==> src/rtl/rrd_pkg.sv <==
// rrd_pkg: shared types and constants for the repeated run detector
// holds the input and result payload structs and the per-cell state struct
// no dependencies
package rrd_pkg;

	localparam int CP_W   = 21;
	localparam int CLS_W  = 32;
	localparam int MASK_W = 5;

	// one input character
	typedef struct packed {
		logic [CP_W-1:0]  code_point;
		logic [CLS_W-1:0] char_class;
		logic             last_in_text;
	} in_item_t;

	// one result per start position
	typedef struct packed {
		logic [MASK_W-1:0] repeat_mask;
		logic              last_of_run;
	} out_item_t;

	// contents of one window cell
	typedef struct packed {
		logic             valid;
		logic             term;
		logic [CP_W-1:0]  point;
		logic [CLS_W-1:0] cls;
	} cell_t;

	// per-cell control from the window controller
	typedef struct packed {
		logic shift;
		logic load;
	} cell_ctl_t;

endpackage

==> src/rtl/rrd_cell.sv <==
// rrd_cell: one character slot of the window shift chain
// depends on rrd_pkg (cell_t, cell_ctl_t)
module rrd_cell
	import rrd_pkg::*;
(
	input  logic      clk,
	input  logic      arst_n,
	input  cell_ctl_t ctl,
	input  cell_t     new_cell,
	input  cell_t     next_cell,
	output cell_t     cell_out
);

	logic  valid_q;
	cell_t data_q;
	cell_t nxt;

	// load wins: a new character lands here even during a shift
	always_comb begin
		priority if (ctl.load) begin
			nxt = new_cell;
		end else if (ctl.shift) begin
			nxt = next_cell;
		end else begin
			nxt = data_q;
			nxt.valid = valid_q;
		end
	end

	always_ff @(posedge clk or negedge arst_n) begin
		if (!arst_n) begin
			valid_q <= 1'b0;
		end else begin
			valid_q <= nxt.valid;
		end
	end

	always_ff @(posedge clk) begin
		data_q <= nxt;
	end

	always_comb begin
		cell_out = data_q;
		cell_out.valid = valid_q;
	end

endmodule

==> src/rtl/rrd_match.sv <==
// rrd_match: comparator array over the head of the window
// depends on rrd_pkg (cell_t, out_item_t, widths)
module rrd_match
	import rrd_pkg::*;
#(
	parameter int NCELL = 8
) (
	input  cell_t            cells [NCELL],
	input  logic [CLS_W-1:0] target_class,
	output out_item_t        result
);

	// longest unit that fits both the window and the mask width
	localparam int LMAX = (NCELL / 2 < MASK_W - 1) ? NCELL / 2 : MASK_W - 1;

	logic [NCELL-1:0]  in_text;
	logic [CLS_W-1:0]  c0;
	logic              run_ok;
	logic              same;
	logic [MASK_W-1:0] mask;

	// a cell belongs to the head's text until the first end-of-text mark
	always_comb begin
		in_text[0] = cells[0].valid;
		for (int i = 1; i < NCELL; i++) begin
			in_text[i] = in_text[i-1] && cells[i].valid && !cells[i-1].term;
		end
	end

	always_comb begin
		c0     = cells[0].cls;
		run_ok = in_text[1] && ((c0 & target_class) != '0) && ((cells[1].cls & c0) != '0);
		mask   = '0;
		for (int l = 2; l <= LMAX; l++) begin
			// search stops at text end or the first class break
			run_ok = run_ok && in_text[2*l-1] && ((cells[l].cls & c0) != '0);
			same = 1'b1;
			for (int p = 0; p < l; p++) begin
				same = same && (cells[p].point == cells[l+p].point);
			end
			mask[l] = run_ok && same;
		end
		result.repeat_mask = mask;
		result.last_of_run = cells[0].term;
	end

endmodule

==> src/rtl/repeated_run_detector.sv <==
// repeated_run_detector: top level, window chain, control and result register
// depends on rrd_pkg, rrd_cell, rrd_match
//
// usage
//  - characters enter on the input channel (in_valid/in_ready/in_data), one
//    transfer per cycle, in text order; last_in_text marks the final one
//  - one result per start position leaves on the output channel
//    (out_valid/out_ready/out_data), oldest start first
//  - target_class is written through cfg_we/cfg_wdata while the block is idle
// operation
//  - a chain of MAX_LENGTH cells holds the window, oldest character in cell 0
//  - a fixed comparator array looks at the head cells every cycle; when the
//    window is full, or an end-of-text mark sits in it, the head result is
//    registered and the chain shifts by one
//  - throughput: one character per cycle sustained while out_ready is high; a
//    text end drains its held characters at one result per cycle while the
//    input keeps filling the freed cells, so a new text can follow at once
//  - a result is registered when its start becomes emittable (window full,
//    or end of its text held) and the result register is free to take it
// reset: arst_n empties the window and the result register; target_class
//  clears to zero, which gives empty masks until written
// stall: when out_ready is low while a result is held, the result register holds,
//  the chain stops shifting and in_ready drops once all MAX_LENGTH cells are occupied
module repeated_run_detector
	import rrd_pkg::*;
#(
	parameter int MAX_LENGTH = 8
) (
	input  logic             clk,
	input  logic             arst_n,
	input  logic             in_valid,
	output logic             in_ready,
	input  in_item_t         in_data,
	output logic             out_valid,
	input  logic             out_ready,
	output out_item_t        out_data,
	input  logic             cfg_we,
	input  logic [CLS_W-1:0] cfg_wdata
);

	localparam int CNT_W = $clog2(MAX_LENGTH + 1);

	// window state
	cell_t            cells [MAX_LENGTH];
	cell_t            new_cell;
	cell_t            empty_cell;
	logic [CNT_W-1:0] cnt_q;
	logic [CNT_W-1:0] ins_pos;
	logic             any_term;
	logic             emit;
	logic             shift;
	logic             accept;

	// config and result
	logic [CLS_W-1:0] target_class_q;
	logic             out_valid_q;
	out_item_t        out_data_q;
	out_item_t        head_result;

	// configuration register
	always_ff @(posedge clk or negedge arst_n) begin
		if (!arst_n) begin
			target_class_q <= '0;
		end else if (cfg_we) begin
			target_class_q <= cfg_wdata;
		end
	end

	// any held end-of-text mark means the head's text is draining
	always_comb begin
		any_term = 1'b0;
		for (int i = 0; i < MAX_LENGTH; i++) begin
			any_term = any_term || (cells[i].valid && cells[i].term);
		end
	end

	assign emit     = cells[0].valid && (any_term || (cnt_q == CNT_W'(MAX_LENGTH)));
	assign shift    = emit && (!out_valid_q || out_ready);
	assign in_ready = (cnt_q != CNT_W'(MAX_LENGTH)) || shift;
	assign accept   = in_valid && in_ready;

	// new character lands behind the last held one, one lower if shifting
	assign ins_pos = shift ? (cnt_q - CNT_W'(1)) : cnt_q;

	always_comb begin
		new_cell.valid = 1'b1;
		new_cell.term  = in_data.last_in_text;
		new_cell.point = in_data.code_point;
		new_cell.cls   = in_data.char_class;
		empty_cell     = '0;
	end

	// the cell chain
	for (genvar g = 0; g < MAX_LENGTH; g++) begin : g_cell
		cell_ctl_t ctl;
		cell_t     nb;

		assign ctl.shift = shift;
		assign ctl.load  = accept && (ins_pos == CNT_W'(g));

		if (g == MAX_LENGTH - 1) begin : g_tail
			assign nb = empty_cell;
		end else begin : g_mid
			assign nb = cells[g+1];
		end

		rrd_cell u_cell (
			.clk       (clk),
			.arst_n    (arst_n),
			.ctl       (ctl),
			.new_cell  (new_cell),
			.next_cell (nb),
			.cell_out  (cells[g])
		);
	end

	// occupancy
	always_ff @(posedge clk or negedge arst_n) begin
		if (!arst_n) begin
			cnt_q <= '0;
		end else begin
			cnt_q <= cnt_q + CNT_W'(accept) - CNT_W'(shift);
		end
	end

	// comparator array over the head of the window
	rrd_match #(
		.NCELL (MAX_LENGTH)
	) u_match (
		.cells        (cells),
		.target_class (target_class_q),
		.result       (head_result)
	);

	// result register, parts the output stall from the window
	always_ff @(posedge clk or negedge arst_n) begin
		if (!arst_n) begin
			out_valid_q <= 1'b0;
		end else if (shift) begin
			out_valid_q <= 1'b1;
		end else if (out_ready) begin
			out_valid_q <= 1'b0;
		end
	end

	always_ff @(posedge clk) begin
		if (shift) begin
			out_data_q <= head_result;
		end
	end

	assign out_valid = out_valid_q;
	assign out_data  = out_data_q;

	// occupancy never exceeds the chain length
	a_cnt_range: assert property (@(posedge clk) disable iff (!arst_n)
		cnt_q <= CNT_W'(MAX_LENGTH))
		else $error("window occupancy out of range");

	// occupancy count tracks the cell valid bits at both ends of the chain
	a_cnt_cells: assert property (@(posedge clk) disable iff (!arst_n)
		((cnt_q == '0) == !cells[0].valid) &&
		((cnt_q == CNT_W'(MAX_LENGTH)) == cells[MAX_LENGTH-1].valid))
		else $error("occupancy count and cell valid bits disagree");

	// input only stalls with a full window
	a_stall_full: assert property (@(posedge clk) disable iff (!arst_n)
		!in_ready |-> cnt_q == CNT_W'(MAX_LENGTH))
		else $error("input stalled with room in window");

	// a registered result that was not taken is not overwritten
	a_no_overwrite: assert property (@(posedge clk) disable iff (!arst_n)
		out_valid_q && !out_ready |-> !shift)
		else $error("result overwritten while stalled");

endmodule
==> config.mk <==
export PLATFORM = sky130hd
export DESIGN_NAME = repeated_run_detector
export DESIGN_NICKNAME = d
export VERILOG_FILES = /design/src/rtl/rrd_pkg.sv /design/src/rtl/rrd_cell.sv /design/src/rtl/rrd_match.sv /design/src/rtl/repeated_run_detector.sv
export SDC_FILE = /design/constraint.sdc
export NUM_CORES = 1
export LEC_CHECK = 0
export BUFFER_PORTS_ARGS = -buffer_cell sky130_fd_sc_hd__buf_2
export CAP_MARGIN = 20
export CORE_MARGIN = 1.5
export CORE_UTILIZATION = 50
export CTS_CLUSTER_SIZE = 40
export DETAILED_ROUTE_END_ITERATION = 6
export PLACE_DENSITY = 0.79
export SYNTH_ARGS = -nofsm -noshare
export SYNTH_HDL_FRONTEND = slang
export SYNTH_SLANG_ARGS = --single-unit
export TNS_END_PERCENT = 1
==> constraint.sdc <==
create_clock -name clk -period 4.8 [get_ports clk]
set_input_delay 0.96 -clock clk [delete_from_list [all_inputs] [get_ports clk]]
set_output_delay 0.96 -clock clk [all_outputs]
set_load 0.01 [all_outputs]
==> run_results.csv, run 1 <==
group,metric,value,unit
status,status,"complete, no violations",
global_routing,grt_usage,25.93,%
synthesis,syn-cell-area,23390,um2
floorplan,coreArea,46360,um2
layout,syn_to_final_growth,11.53,%
flow_run,maxCapViolations,0,
critical_path,critPathLaunchType,"flop",
synthesis,synth-seq-cells,481,
clock_network,post_cts_buffers,0,
clock_network,htree_levels,2,
synthesis,synth-seq-area-share,60.79,%
critical_path,critical-path-top-delay-family,"buffers and inverters",
pwr,power-per-cell-area,680.4,nW/um2
floorplan,fp.dieH,219.3,um
sta,max_freq,238.8,MHz
clock_network,clk_pin_slew,0.06,ns
critical_path,reg2reg_depth,9,
sta,fin_crit_sh,87.26,%
route,vias_per_cell,6.220,
critical_path,path_cells,"inv_1 -> ha_1 -> a222oi_1 -> a21o_1 -> buf_4 -> mux2i_1 -> nand2_2 -> buf_4 -> mux2_2",
route,ant_nets,0,
critical_path,required,5.14,ns
critical_path,timing.rr.start,"cnt_q[0]$_DFF_PN0_",
floorplan,die-area,48090,um2
placed_design,dp_slack,0.7071,ns
synthesis,netlist_instances,1481,
synthesis,ys_async_sr_fraction,9.356,%
synthesis,ys_warn_count,0,
critical_path,path_common_cell,"buf_4",
floorplan,ioPinCount,99,
placed_design,dp.final_hpwl,41910,um
worst_hold_path,min_path_type,"input pin to async pin",
sta,worst_pin_slew,0.9070,ns
clock_network,cts_inserted_buffers,49,
global_routing,antenna_found_initial,2,
sta,finalSetupTns,0,ns
global_routing,overflow,0,
critical_path,rr_endpoint,"g_cell[1].u_cell.cell_out[22]$_DFFE_PP_",
pwr,p_leak,9.544,nW
floorplan,start_util,50.46,%
sta,fin_crit,4.188,ns
critical_path,path_class,"flop to flop",
clock_network,cts_tree,"done",
synthesis,synth_area_leaders,"edfxtp_1 (56%), mux2_2 (16%), mux2_4 (4.9%)",
critical_path,cp.arrival,4.53,ns
sta,rsz0062_at_grt,"false",
clock_network,cts_resized,0,
clock_network,clock-sinks,481,
critical_path,reg2reg_slack,0.61,ns
floorplan,die_w,219.3,um
floorplan,row_count,79,
global_routing,grt_pass1_wl,91630,um
route,avgRoutedWirePerCell,27.40,um
route,drtIter0Drc,1314,
global_routing,grt_pass1_vias,14285,
layout,layout-drive-gt1-share,38.03,%
sta,relSlewSlack,39.53,%
placed_design,port_buffers,96,
critical_path,critPathSlowestCell,"nand2_2",
clock_network,root_buffer,"clkbuf_16",
synthesis,avgSynthCellArea,15.79,um2
route,drt-total-wl,61410,um
critical_path,critical-path-max-stage-delay,0.63,ns
clock_network,clock_latency,0.61,ns
sta,clock_skew,0.02716,ns
synthesis,ys_types,46,
route,drc,0,
clock_network,holdBufCountCts,0,
placed_design,place_congestion,0.9822,
layout,nets,1693,
route,vias,13939,
route,drtPass1Iterations,5,
clock_network,cts_buffer_depth,3,
critical_path,endpoint_kind,"flop",
synthesis,synth_top_area_share,55.97,%
sta,setup_viol,0,
synthesis,synth_top_cell_by_area,"edfxtp_1",
sta,maxSlewViolCount,0,
critical_path,cp.buffers_inverters,3,
critical_path,cp_max_fo,32,
global_routing,grt_max_degree,56,
sta,fin_ws,0.6116,ns
sta,hold_viol,0,
pwr,ir_drop,620.0,uV
synthesis,synthFlopType,"edfxtp_1",
synthesis,synth_edf_count,436,
placed cells by master, fill, tap and decap left out, types with 3 or more instances in the layout:
cell        Yosys  layout
edfxtp_1      436     436
mux2_2        334     334
xnor2_1       115     115
buf_2           8      96
xor2_1         77      77
mux2_4         76      76
a22oi_1        68      68
and3_1         56      56
nand4_1        52      52
clkbuf_16       0      49
dfrtp_1        45      45
nor4_1         29      29
nand2_1        36      24
buf_4          27      19
nand3_1        15      15
clkinv_1        1      15
nand2_2         0      10
clkinv_2        0      10
clkbuf_1       14       9
inv_1           8       8
ha_1            8       8
buf_12          0       8
nor2_1          7       7
a22o_1          7       7
a221oi_1        7       7
nor3_1          6       6
a21oi_1         4       4
o21ai_0         3       3
or2_2           2       3
clkinvlp_4      0       3
bufinv_16       0       3
worst reg2reg max path: stages (launching register included):
cell	delay [ns]
dfrtp_1	0.48
inv_1	0.14
ha_1	0.32
a222oi_1	0.48
a21o_1	0.42
buf_4	0.30
mux2i_1	0.16
nand2_2	0.63
buf_4	0.57
mux2_2	0.43
flip-flops by register name, indices dropped and copies added, names as in the netlist:
signal,count
target_class_q,32
cnt_q,4
g_cell.u_cell.valid_q,8
out_valid,1
out_data,4
g_cell.u_cell.cell_out,432
stage by stage:
step           utilization, %  hold slack, ns  instances  area, um2  power [mW]
2_1_floorplan               -          0.4413       1482      23390       11.76
3_3_place_gp            52.95          0.4969       2148      24550       13.79
3_5_place_dp            52.95          0.4958       2148      24550       14.02
4_1_cts                 56.23          0.5113       2239      26070       17.71
5_1_grt                 56.27          0.2167       2241      26090       18.39
6_report                56.27          0.2148       2241      26090       17.75
layout make-up:
class | instances | area (um2)
inverters | 9 | 33.78
diodes | 1 | 2.502
flip-flops and latches | 481 | 14220
clock buffers | 58 | 1260
multi-input cells | 929 | 8773
fillers | 3594 | 20270
repair buffers | 123 | 783.3
clock inverters | 33 | 256.5
well taps | 607 | 759.5
cells by family after synthesis:
kind of cell             count (synthesis)  synth area share, %
adder cells (fa/ha/maj)                  9               0.5135
AO/OA/AOI/OAI                           99                3.220
flip-flops                             481                60.79
XOR/XNOR                               192                7.189
buffers and inverters                   72                1.984
other                                    1              0.01603
multiplexers                           413                21.09
AND/OR/NAND/NOR                        214                5.205
layer usage:
layer  up-vias  share of wire, %  GRT usage [%]  routed length, um
li1       6009                 -              -                  -
met1      7173                40          33.11              24580
met2       622                49          43.38              30070
met3       133               6.8          4.255               4184
met4         2               4.2          11.69               2564
met5         -             0.021              0                 13
synthesized netlist by cell type (2+ instances only):
master	instances
a211oi_1	2
a21o_1	2
a21oi_1	4
a221oi_1	7
a22o_1	7
a22oi_1	68
and2_1	2
and3_1	56
and4_1	2
buf_1	3
buf_2	8
buf_4	27
buf_6	11
clkbuf_1	14
dfrtp_1	45
edfxtp_1	436
ha_1	8
inv_1	8
mux2_2	334
mux2_4	76
mux2i_1	3
nand2_1	36
nand2b_1	2
nand3_1	15
nand4_1	52
nor2_1	7
nor3_1	6
nor4_1	29
o21ai_0	3
or2_2	2
xnor2_1	115
xor2_1	77
how the worst max path moves through the flow:
stage / startpoint / end / slack [ns] / cells past startpoint
floorplan: cnt_q[0]$_DFF_PN0_ / g_cell[7].u_cell.cell_out[0]$_SDFFCE_PN0P_ / 0.94 / 10
global placement: out_ready / g_cell[1].u_cell.cell_out[4]$_DFFE_PP_ / 0.88 / 9
detailed placement: cnt_q[0]$_DFF_PN0_ / g_cell[1].u_cell.cell_out[11]$_DFFE_PP_ / 0.71 / 9
CTS: cnt_q[0]$_DFF_PN0_ / g_cell[1].u_cell.cell_out[5]$_DFFE_PP_ / 0.66 / 9
global route: cnt_q[0]$_DFF_PN0_ / g_cell[1].u_cell.cell_out[22]$_DFFE_PP_ / 0.41 / 9
finish: cnt_q[0]$_DFF_PN0_ / g_cell[1].u_cell.cell_out[22]$_DFFE_PP_ / 0.61 / 9
where the power goes:
part | switching [mW] | internal, mW | leakage [nW]
Clock | 1.64 | 2.04 | 0.737
Combinational | 3.16 | 2.54 | 4.19
Sequential | 1.40 | 6.96 | 4.61
Power figures use the tool's default switching activity.
==> run 2: changes to the inputs <==
--- a/config.mk
+++ b/config.mk
@@ -11,7 +11,7 @@
 export CORE_UTILIZATION = 50
 export CTS_CLUSTER_SIZE = 40
 export DETAILED_ROUTE_END_ITERATION = 6
-export PLACE_DENSITY = 0.79
+export PLACE_DENSITY = 0.81
 export SYNTH_ARGS = -nofsm -noshare
 export SYNTH_HDL_FRONTEND = slang
 export SYNTH_SLANG_ARGS = --single-unit
==> constraint.sdc (replaced) <==
create_clock -name clk -period 3.7 [get_ports clk]
set_input_delay 0.74 -clock clk [delete_from_list [all_inputs] [get_ports clk]]
set_output_delay 0.74 -clock clk [all_outputs]
set_load 0.01 [all_outputs]
==> run 2 against run 1 <==
  * Via count grew 0.32%
  * Combinational power grew 31%
  * Largest power group unchanged
  * Wire length is 0.67% higher
  * Highest routed layer is now met4
  * Die area did not move
  * Sequential power up 30%
  * Clock power up 30%
  * First-iteration DRC count grew 9.9%
  * Clock skew rose by 0.0071 ns
==> run_results.csv, run 2 (synthesis gave the netlist of run 1 again) <==
group,metric,value,unit
sta,fin_crit_sh,93.44,%
floorplan,die_w,219.3,um
sta,setup_viol,0,
layout,layout-drive-gt1-share,38.21,%
clock_network,post_cts_buffers,0,
route,ant_nets,0,
global_routing,grt_max_degree,57,
floorplan,ioPinCount,99,
layout,mostFrequentLayoutCell,"edfxtp_1",
sta,max_freq,289.2,MHz
layout,seqCellArea,14220,um2
layout,largest_register_ffs,432,
global_routing,grt_usage,25.84,%
pwr,p_leak,9.633,nW
layout,final_cell_mix,"edfxtp_1 (436), mux2_2 (334), xnor2_1 (115), buf_2 (96), xor2_1 (77)",
critical_path,endpoint_kind,"flop",
worst_hold_path,min_path_type,"input pin to async pin",
critical_path,path_cells,"inv_1 -> ha_1 -> a222oi_1 -> a211oi_1 -> o22ai_1 -> and2_2 -> buf_4 -> mux2_2",
pwr,p_comb_share,32.4,%
layout,nets,1701,
floorplan,die-area,48090,um2
clock_network,clock_latency,0.61,ns
placed_design,dp.final_hpwl,41970,um
critical_path,required,4.03,ns
global_routing,antenna_found_initial,3,
layout,multi_input_area,8773,um2
flow_run,maxCapViolations,0,
clock_network,clk_pin_slew,0.06,ns
pwr,pwr-share-clk,20.6,%
clock_network,cts_resized,0,
clock_network,clock-sinks,481,
sta,worst_pin_slew,0.9119,ns
global_routing,overflow,0,
clock_network,htree_levels,2,
clock_network,holdBufCountCts,0,
floorplan,fp.dieH,219.3,um
critical_path,cp.buffers_inverters,2,
status,status,"complete, no violations",
global_routing,grt_pass1_vias,14346,
floorplan,row_count,79,
pwr,ir_drop,621.3,uV
critical_path,critical-path-max-stage-delay,0.48,ns
critical_path,critPathLaunchType,"flop",
sta,rsz0062_at_grt,"false",
clock_network,root_buffer,"clkbuf_16",
layout,utilization,56.63,%
route,vias_per_cell,6.215,
global_routing,grt_pass1_wl,91370,um
critical_path,cp.arrival,3.79,ns
placed_design,place_congestion,0.9868,
sta,finalSetupTns,0,ns
placed_design,place_area,24710,um2
critical_path,path_class,"flop to flop",
layout,finalInstanceArea,26250,um2
clock_network,cts_tree,"done",
pwr,p_seq_share,46.9,%
sta,maxSlewViolCount,0,
layout,fillers,3528,
floorplan,start_util,50.46,%
route,drtIter0Drc,1444,
placed_design,dp.cells,2156,
route,drt-total-wl,61820,um
sta,fin_crit,3.457,ns
placed_design,port_buffers,96,
pwr,internal_power,15.08,mW
route,vias,13983,
critical_path,cp_max_fo,23,
route,drtPass1Iterations,6,
pwr,p_sw_share,34.80,%
critical_path,critical-path-top-delay-family,"compound AO/OA/AOI/OAI gates",
pwr,power-per-cell-area,881.1,nW/um2
sta,clock_skew,0.03424,ns
clock_network,cts_buffer_depth,3,
route,drc,0,
clock_network,cts_inserted_buffers,49,
layout,syn_to_final_growth,12.23,%
sta,hold_viol,0,
sta,relSlewSlack,38.35,%
critical_path,critPathSlowestCell,"dfrtp_1",
route,avgRoutedWirePerCell,27.48,um
layout,instances_no_fill,2250,
pwr,switchingPower,8.050,mW
floorplan,coreArea,46360,um2
sta,holdWs,0.01741,ns
-- run 2: changes by cell type in the layout (fill, tap and decap cells not counted) --
cell	before	now
buf_12	8	16
clkbuf_1	9	14
clkbuf_8	0	1
clkinv_1	15	12
clkinv_2	10	9
clkinvlp_4	3	1
diode_2	1	2
-- run 2: cell type report --
cell class	count	share of cell area [%]
timing repair buffer	131	3.594
multi-input combinational	929	33.42
inverter	9	0.1287
sequential	481	54.16
antenna	2	0.01906
tap	607	2.893
clock inverter	27	0.8579
clock buffer	64	4.924
-- run 2: path summary, 6_finish.rpt --
| path | endpoint | slack, ns | startpoint | cells past startpoint |
|---|---|---|---|---|
| setup / recovery | g_cell[2].u_cell.cell_out[51]$_DFFE_PP_ | 0.24 | cnt_q[0]$_DFF_PN0_ | 8 |
| hold / removal | target_class_q[29]$_DFFE_PN0P_ | 0.02 | arst_n | 1 |
| setup reg to reg | g_cell[2].u_cell.cell_out[51]$_DFFE_PP_ | 0.24 | cnt_q[0]$_DFF_PN0_ | 8 |
| hold reg to reg | target_class_q[23]$_DFFE_PN0P_ | 0.52 | target_class_q[23]$_DFFE_PN0P_ | 1 |
| max in group asynchronous | g_cell[5].u_cell.valid_q$_DFFE_PN0P_ | 3.18 | arst_n | 2 |
| min in group clk | target_class_q[20]$_DFFE_PN0P_ | 0.37 | cfg_wdata[20] | 2 |
-- run 2: layer usage --
metal	share of wire (%)	global-route usage, %	up-vias
met5	0	0	-
met4	4.6	12.63	0
met3	6.6	4.269	152
met2	50	43.48	628
met1	39	32.34	7174
li1	-	-	6029
-- run 2: per-stage QoR --
stage | total power [mW] | worst slack, ns
3_3_place_gp | 17.99 | 0.4240
5_1_grt | 23.95 | 0.06519
2_1_floorplan | 15.25 | -0.1114
4_1_cts | 23.07 | 0.2905
6_report | 23.13 | 0.2426
3_5_place_dp | 18.27 | 0.2948
-- run 2: worst register-to-register path: stages (launching register included) --
cell,delay [ns]
dfrtp_1,0.48
inv_1,0.13
ha_1,0.32
a222oi_1,0.44
a211oi_1,0.24
o22ai_1,0.48
and2_2,0.29
buf_4,0.38
mux2_2,0.44
-- run 2: power groups by stage --
stage	sequential [mW]	clock [mW]	combinational, mW
floorplan	10.2	0	5.01
global placement	10.8	0	7.20
detailed placement	10.9	0	7.38
CTS	10.8	4.83	7.43
global route	11.0	5.02	7.91
finish	10.9	4.77	7.50
==> run 3: changes to the inputs <==
--- a/config.mk
+++ b/config.mk
@@ -5,13 +5,14 @@
 export SDC_FILE = /design/constraint.sdc
 export NUM_CORES = 1
 export LEC_CHECK = 0
-export BUFFER_PORTS_ARGS = -buffer_cell sky130_fd_sc_hd__buf_2
 export CAP_MARGIN = 20
 export CORE_MARGIN = 1.5
 export CORE_UTILIZATION = 50
 export CTS_CLUSTER_SIZE = 40
 export DETAILED_ROUTE_END_ITERATION = 6
-export PLACE_DENSITY = 0.81
+export DONT_BUFFER_PORTS = 1
+export PLACE_DENSITY = 0.8
+export SETUP_SLACK_MARGIN = 0.4
 export SYNTH_ARGS = -nofsm -noshare
 export SYNTH_HDL_FRONTEND = slang
 export SYNTH_SLANG_ARGS = --single-unit
==> run 3 against run 2 <==
  * Global-route usage shrank 0.12 points
  * Combinational power is essentially flat
  * Via count down 1.9%
  * Critical path depth down 2
  * Sequential cell count unchanged
  * Non-clock buffer count down 92
  * Critical endpoint is now out_data[5]$_DFFE_PP_
  * Clock skew shrank 0.011 ns
  * Power up 1.1%
  * Design area decreased by 1.3%
==> run_results.csv, run 3 (synthesis gave the netlist of run 1 again) <==
group,metric,value,unit
sta,clock_skew,0.02358,ns
flow_run,maxCapViolations,0,
clock_network,root_buffer,"clkbuf_16",
clock_network,clock-sinks,481,
layout,utilization,55.89,%
sta,setup_viol,0,
route,vias_per_cell,6.361,
clock_network,clk_pin_slew,0.06,ns
worst_hold_path,worstHoldStart,"cfg_wdata[30]",
status,status,"complete, no violations",
route,drtIter0Drc,1732,
sta,rsz0062_at_grt,"true",
route,vias,13721,
clock_network,clock_latency,0.59,ns
sta,hold_viol,0,
route,avgRoutedWirePerCell,28.53,um
global_routing,grt_usage,25.71,%
critical_path,rr_endpoint,"out_data[5]$_DFFE_PP_",
worst_hold_path,min_path_type,"input pin to flop",
layout,seqCellArea,14220,um2
critical_path,endpoint_kind,"flop",
worst_hold_path,hold_depth,1,
sta,fin_crit,3.318,ns
global_routing,overflow,0,
critical_path,required,3.99,ns
layout,layout-drive-gt1-share,35.23,%
placed_design,dp.final_hpwl,41340,um
floorplan,die_w,219.3,um
sta,fin_crit_sh,89.69,%
sta,maxSlewViolCount,0,
critical_path,timing.rr.start,"g_cell[0].u_cell.cell_out[53]$_DFFE_PP_",
clock_network,cts_inserted_buffers,49,
sta,relSlewSlack,30.30,%
route,drtPass1Iterations,6,
global_routing,grt_pass1_wl,91060,um
layout,largest_register_ffs,432,
pwr,total_power,23.38,mW
clock_network,cts_tree,"done",
layout,antennaDiodeCount,0,
floorplan,start_util,50.46,%
critical_path,critPathLaunchType,"flop",
layout,final_cell_mix,"edfxtp_1 (436), mux2_2 (334), xnor2_1 (115), xor2_1 (77), mux2_4 (76)",
route,drt-total-wl,61540,um
clock_network,htree_levels,2,
floorplan,coreArea,46360,um2
critical_path,path_class,"flop to flop",
sta,max_freq,301.4,MHz
floorplan,ioPinCount,99,
global_routing,grt_pass1_vias,14035,
route,drc,0,
critical_path,cp_max_fo,3,
sta,worst_pin_slew,1.031,ns
critical_path,reg2reg_depth,6,
pwr,ir_drop,598.3,uV
floorplan,die-area,48090,um2
clock_network,cts_buffer_depth,3,
critical_path,cp.arrival,3.61,ns
layout,syn_to_final_growth,10.76,%
critical_path,reg2reg_slack,0.38,ns
layout,mostFrequentLayoutCell,"edfxtp_1",
placed_design,port_buffers,0,
placed_design,place_congestion,0.9928,
layout,fillers,3502,
layout,nets,1609,
global_routing,grt_max_degree,56,
pwr,p_leak,9.319,nW
layout,multi_input_area,8777,um2
global_routing,antenna_found_initial,1,
sta,holdWs,0.3034,ns
route,ant_nets,0,
pwr,power-per-cell-area,902.3,nW/um2
worst_hold_path,min_to,"target_class_q[30]$_DFFE_PN0P_",
floorplan,row_count,79,
floorplan,fp.dieH,219.3,um
==> run 3: changes by cell type in the layout (fill, tap and decap cells not counted), moves of 3 or more <==
cell       change
bufinv_16      +3
clkinv_2       +5
clkbuf_1      -10
buf_12         -3
buf_2         -96
==> run 3: area by class of cell <==
| cell class | instances | area share, % |
|---|---|---|
| Clock buffer | 54 | 4.844 |
| Clock inverter | 38 | 1.400 |
| Inverter | 9 | 0.1304 |
| Multi-Input combinational cell | 929 | 33.88 |
| Sequential cell | 481 | 54.88 |
| Tap cell | 607 | 2.931 |
| Timing Repair Buffer | 39 | 1.932 |
==> run 3: worst max path at each step <==
stage	startpoint	to	slack [ns]	cells past startpoint
after floorplan	cnt_q[0]$_DFF_PN0_	g_cell[5].u_cell.cell_out[0]$_DFFE_PP_	-0.11	11
after global placement	cnt_q[1]$_DFF_PN0_	g_cell[4].u_cell.cell_out[1]$_DFFE_PP_	0.26	9
after detailed placement	cnt_q[1]$_DFF_PN0_	g_cell[4].u_cell.cell_out[10]$_DFFE_PP_	0.15	9
after CTS	cnt_q[1]$_DFF_PN0_	g_cell[2].u_cell.cell_out[48]$_DFFE_PP_	0.40	10
after global routing	cnt_q[1]$_DFF_PN0_	g_cell[3].u_cell.cell_out[17]$_DFFE_PP_	0.31	9
final	g_cell[0].u_cell.cell_out[53]$_DFFE_PP_	out_data[5]$_DFFE_PP_	0.38	6
==> run 3: timing repair <==
item | 4_1_cts | 5_1_grt
pin swaps | 1 | 0
hold endpoints to repair | 45 | 0
gates resized for setup | 4 | 4
endpoints found under the setup margin | 280 | 584
buffers inserted | 2 | 0
hold buffers | 2 | 0
==> run 3: stage by stage <==
| stage | cells | worst slack [ns] | instance area, um2 | TNS (ns) |
|---|---|---|---|---|
| finish | 2157 | 0.3816 | 25910 | 0 |
| global route | 2157 | 0.3128 | 25910 | 0 |
| CTS | 2157 | 0.4023 | 25900 | 0 |
| detailed placement | 2061 | 0.1542 | 24210 | 0 |
| global placement | 2061 | 0.2581 | 24210 | 0 |
| floorplan | 1482 | -0.1094 | 23400 | -13.44 |
==> run 3: layer usage <==
metal  wire (um)  part of all wire (%)  global-route usage [%]  up-vias
met1       23370                    38                   32.57     6936
met5           0                     0                       0        -
met2       30080                    49                   43.05      791
met4        2713                   4.4                   10.75        0
met3        5378                   8.7                   5.087      152
li1            -                     -                       -     5842
==> run 3: worst max-delay path, stage by stage, from the launching register on <==
cell	delay, ns
edfxtp_1	0.44
nand4b_1	0.19
nor4b_1	0.85
nand4_1	0.46
a21oi_1	0.24
nand4_1	0.22
nor4_1	0.63
==> run 3: power by group <==
group / leakage [nW] / internal, mW / switching [mW]
Sequential: 4.61 / 9.02 / 1.81
Combinational: 3.91 / 3.40 / 4.10
Clock: 0.799 / 2.88 / 2.16
Total: 9.32 / 15.3 / 8.07
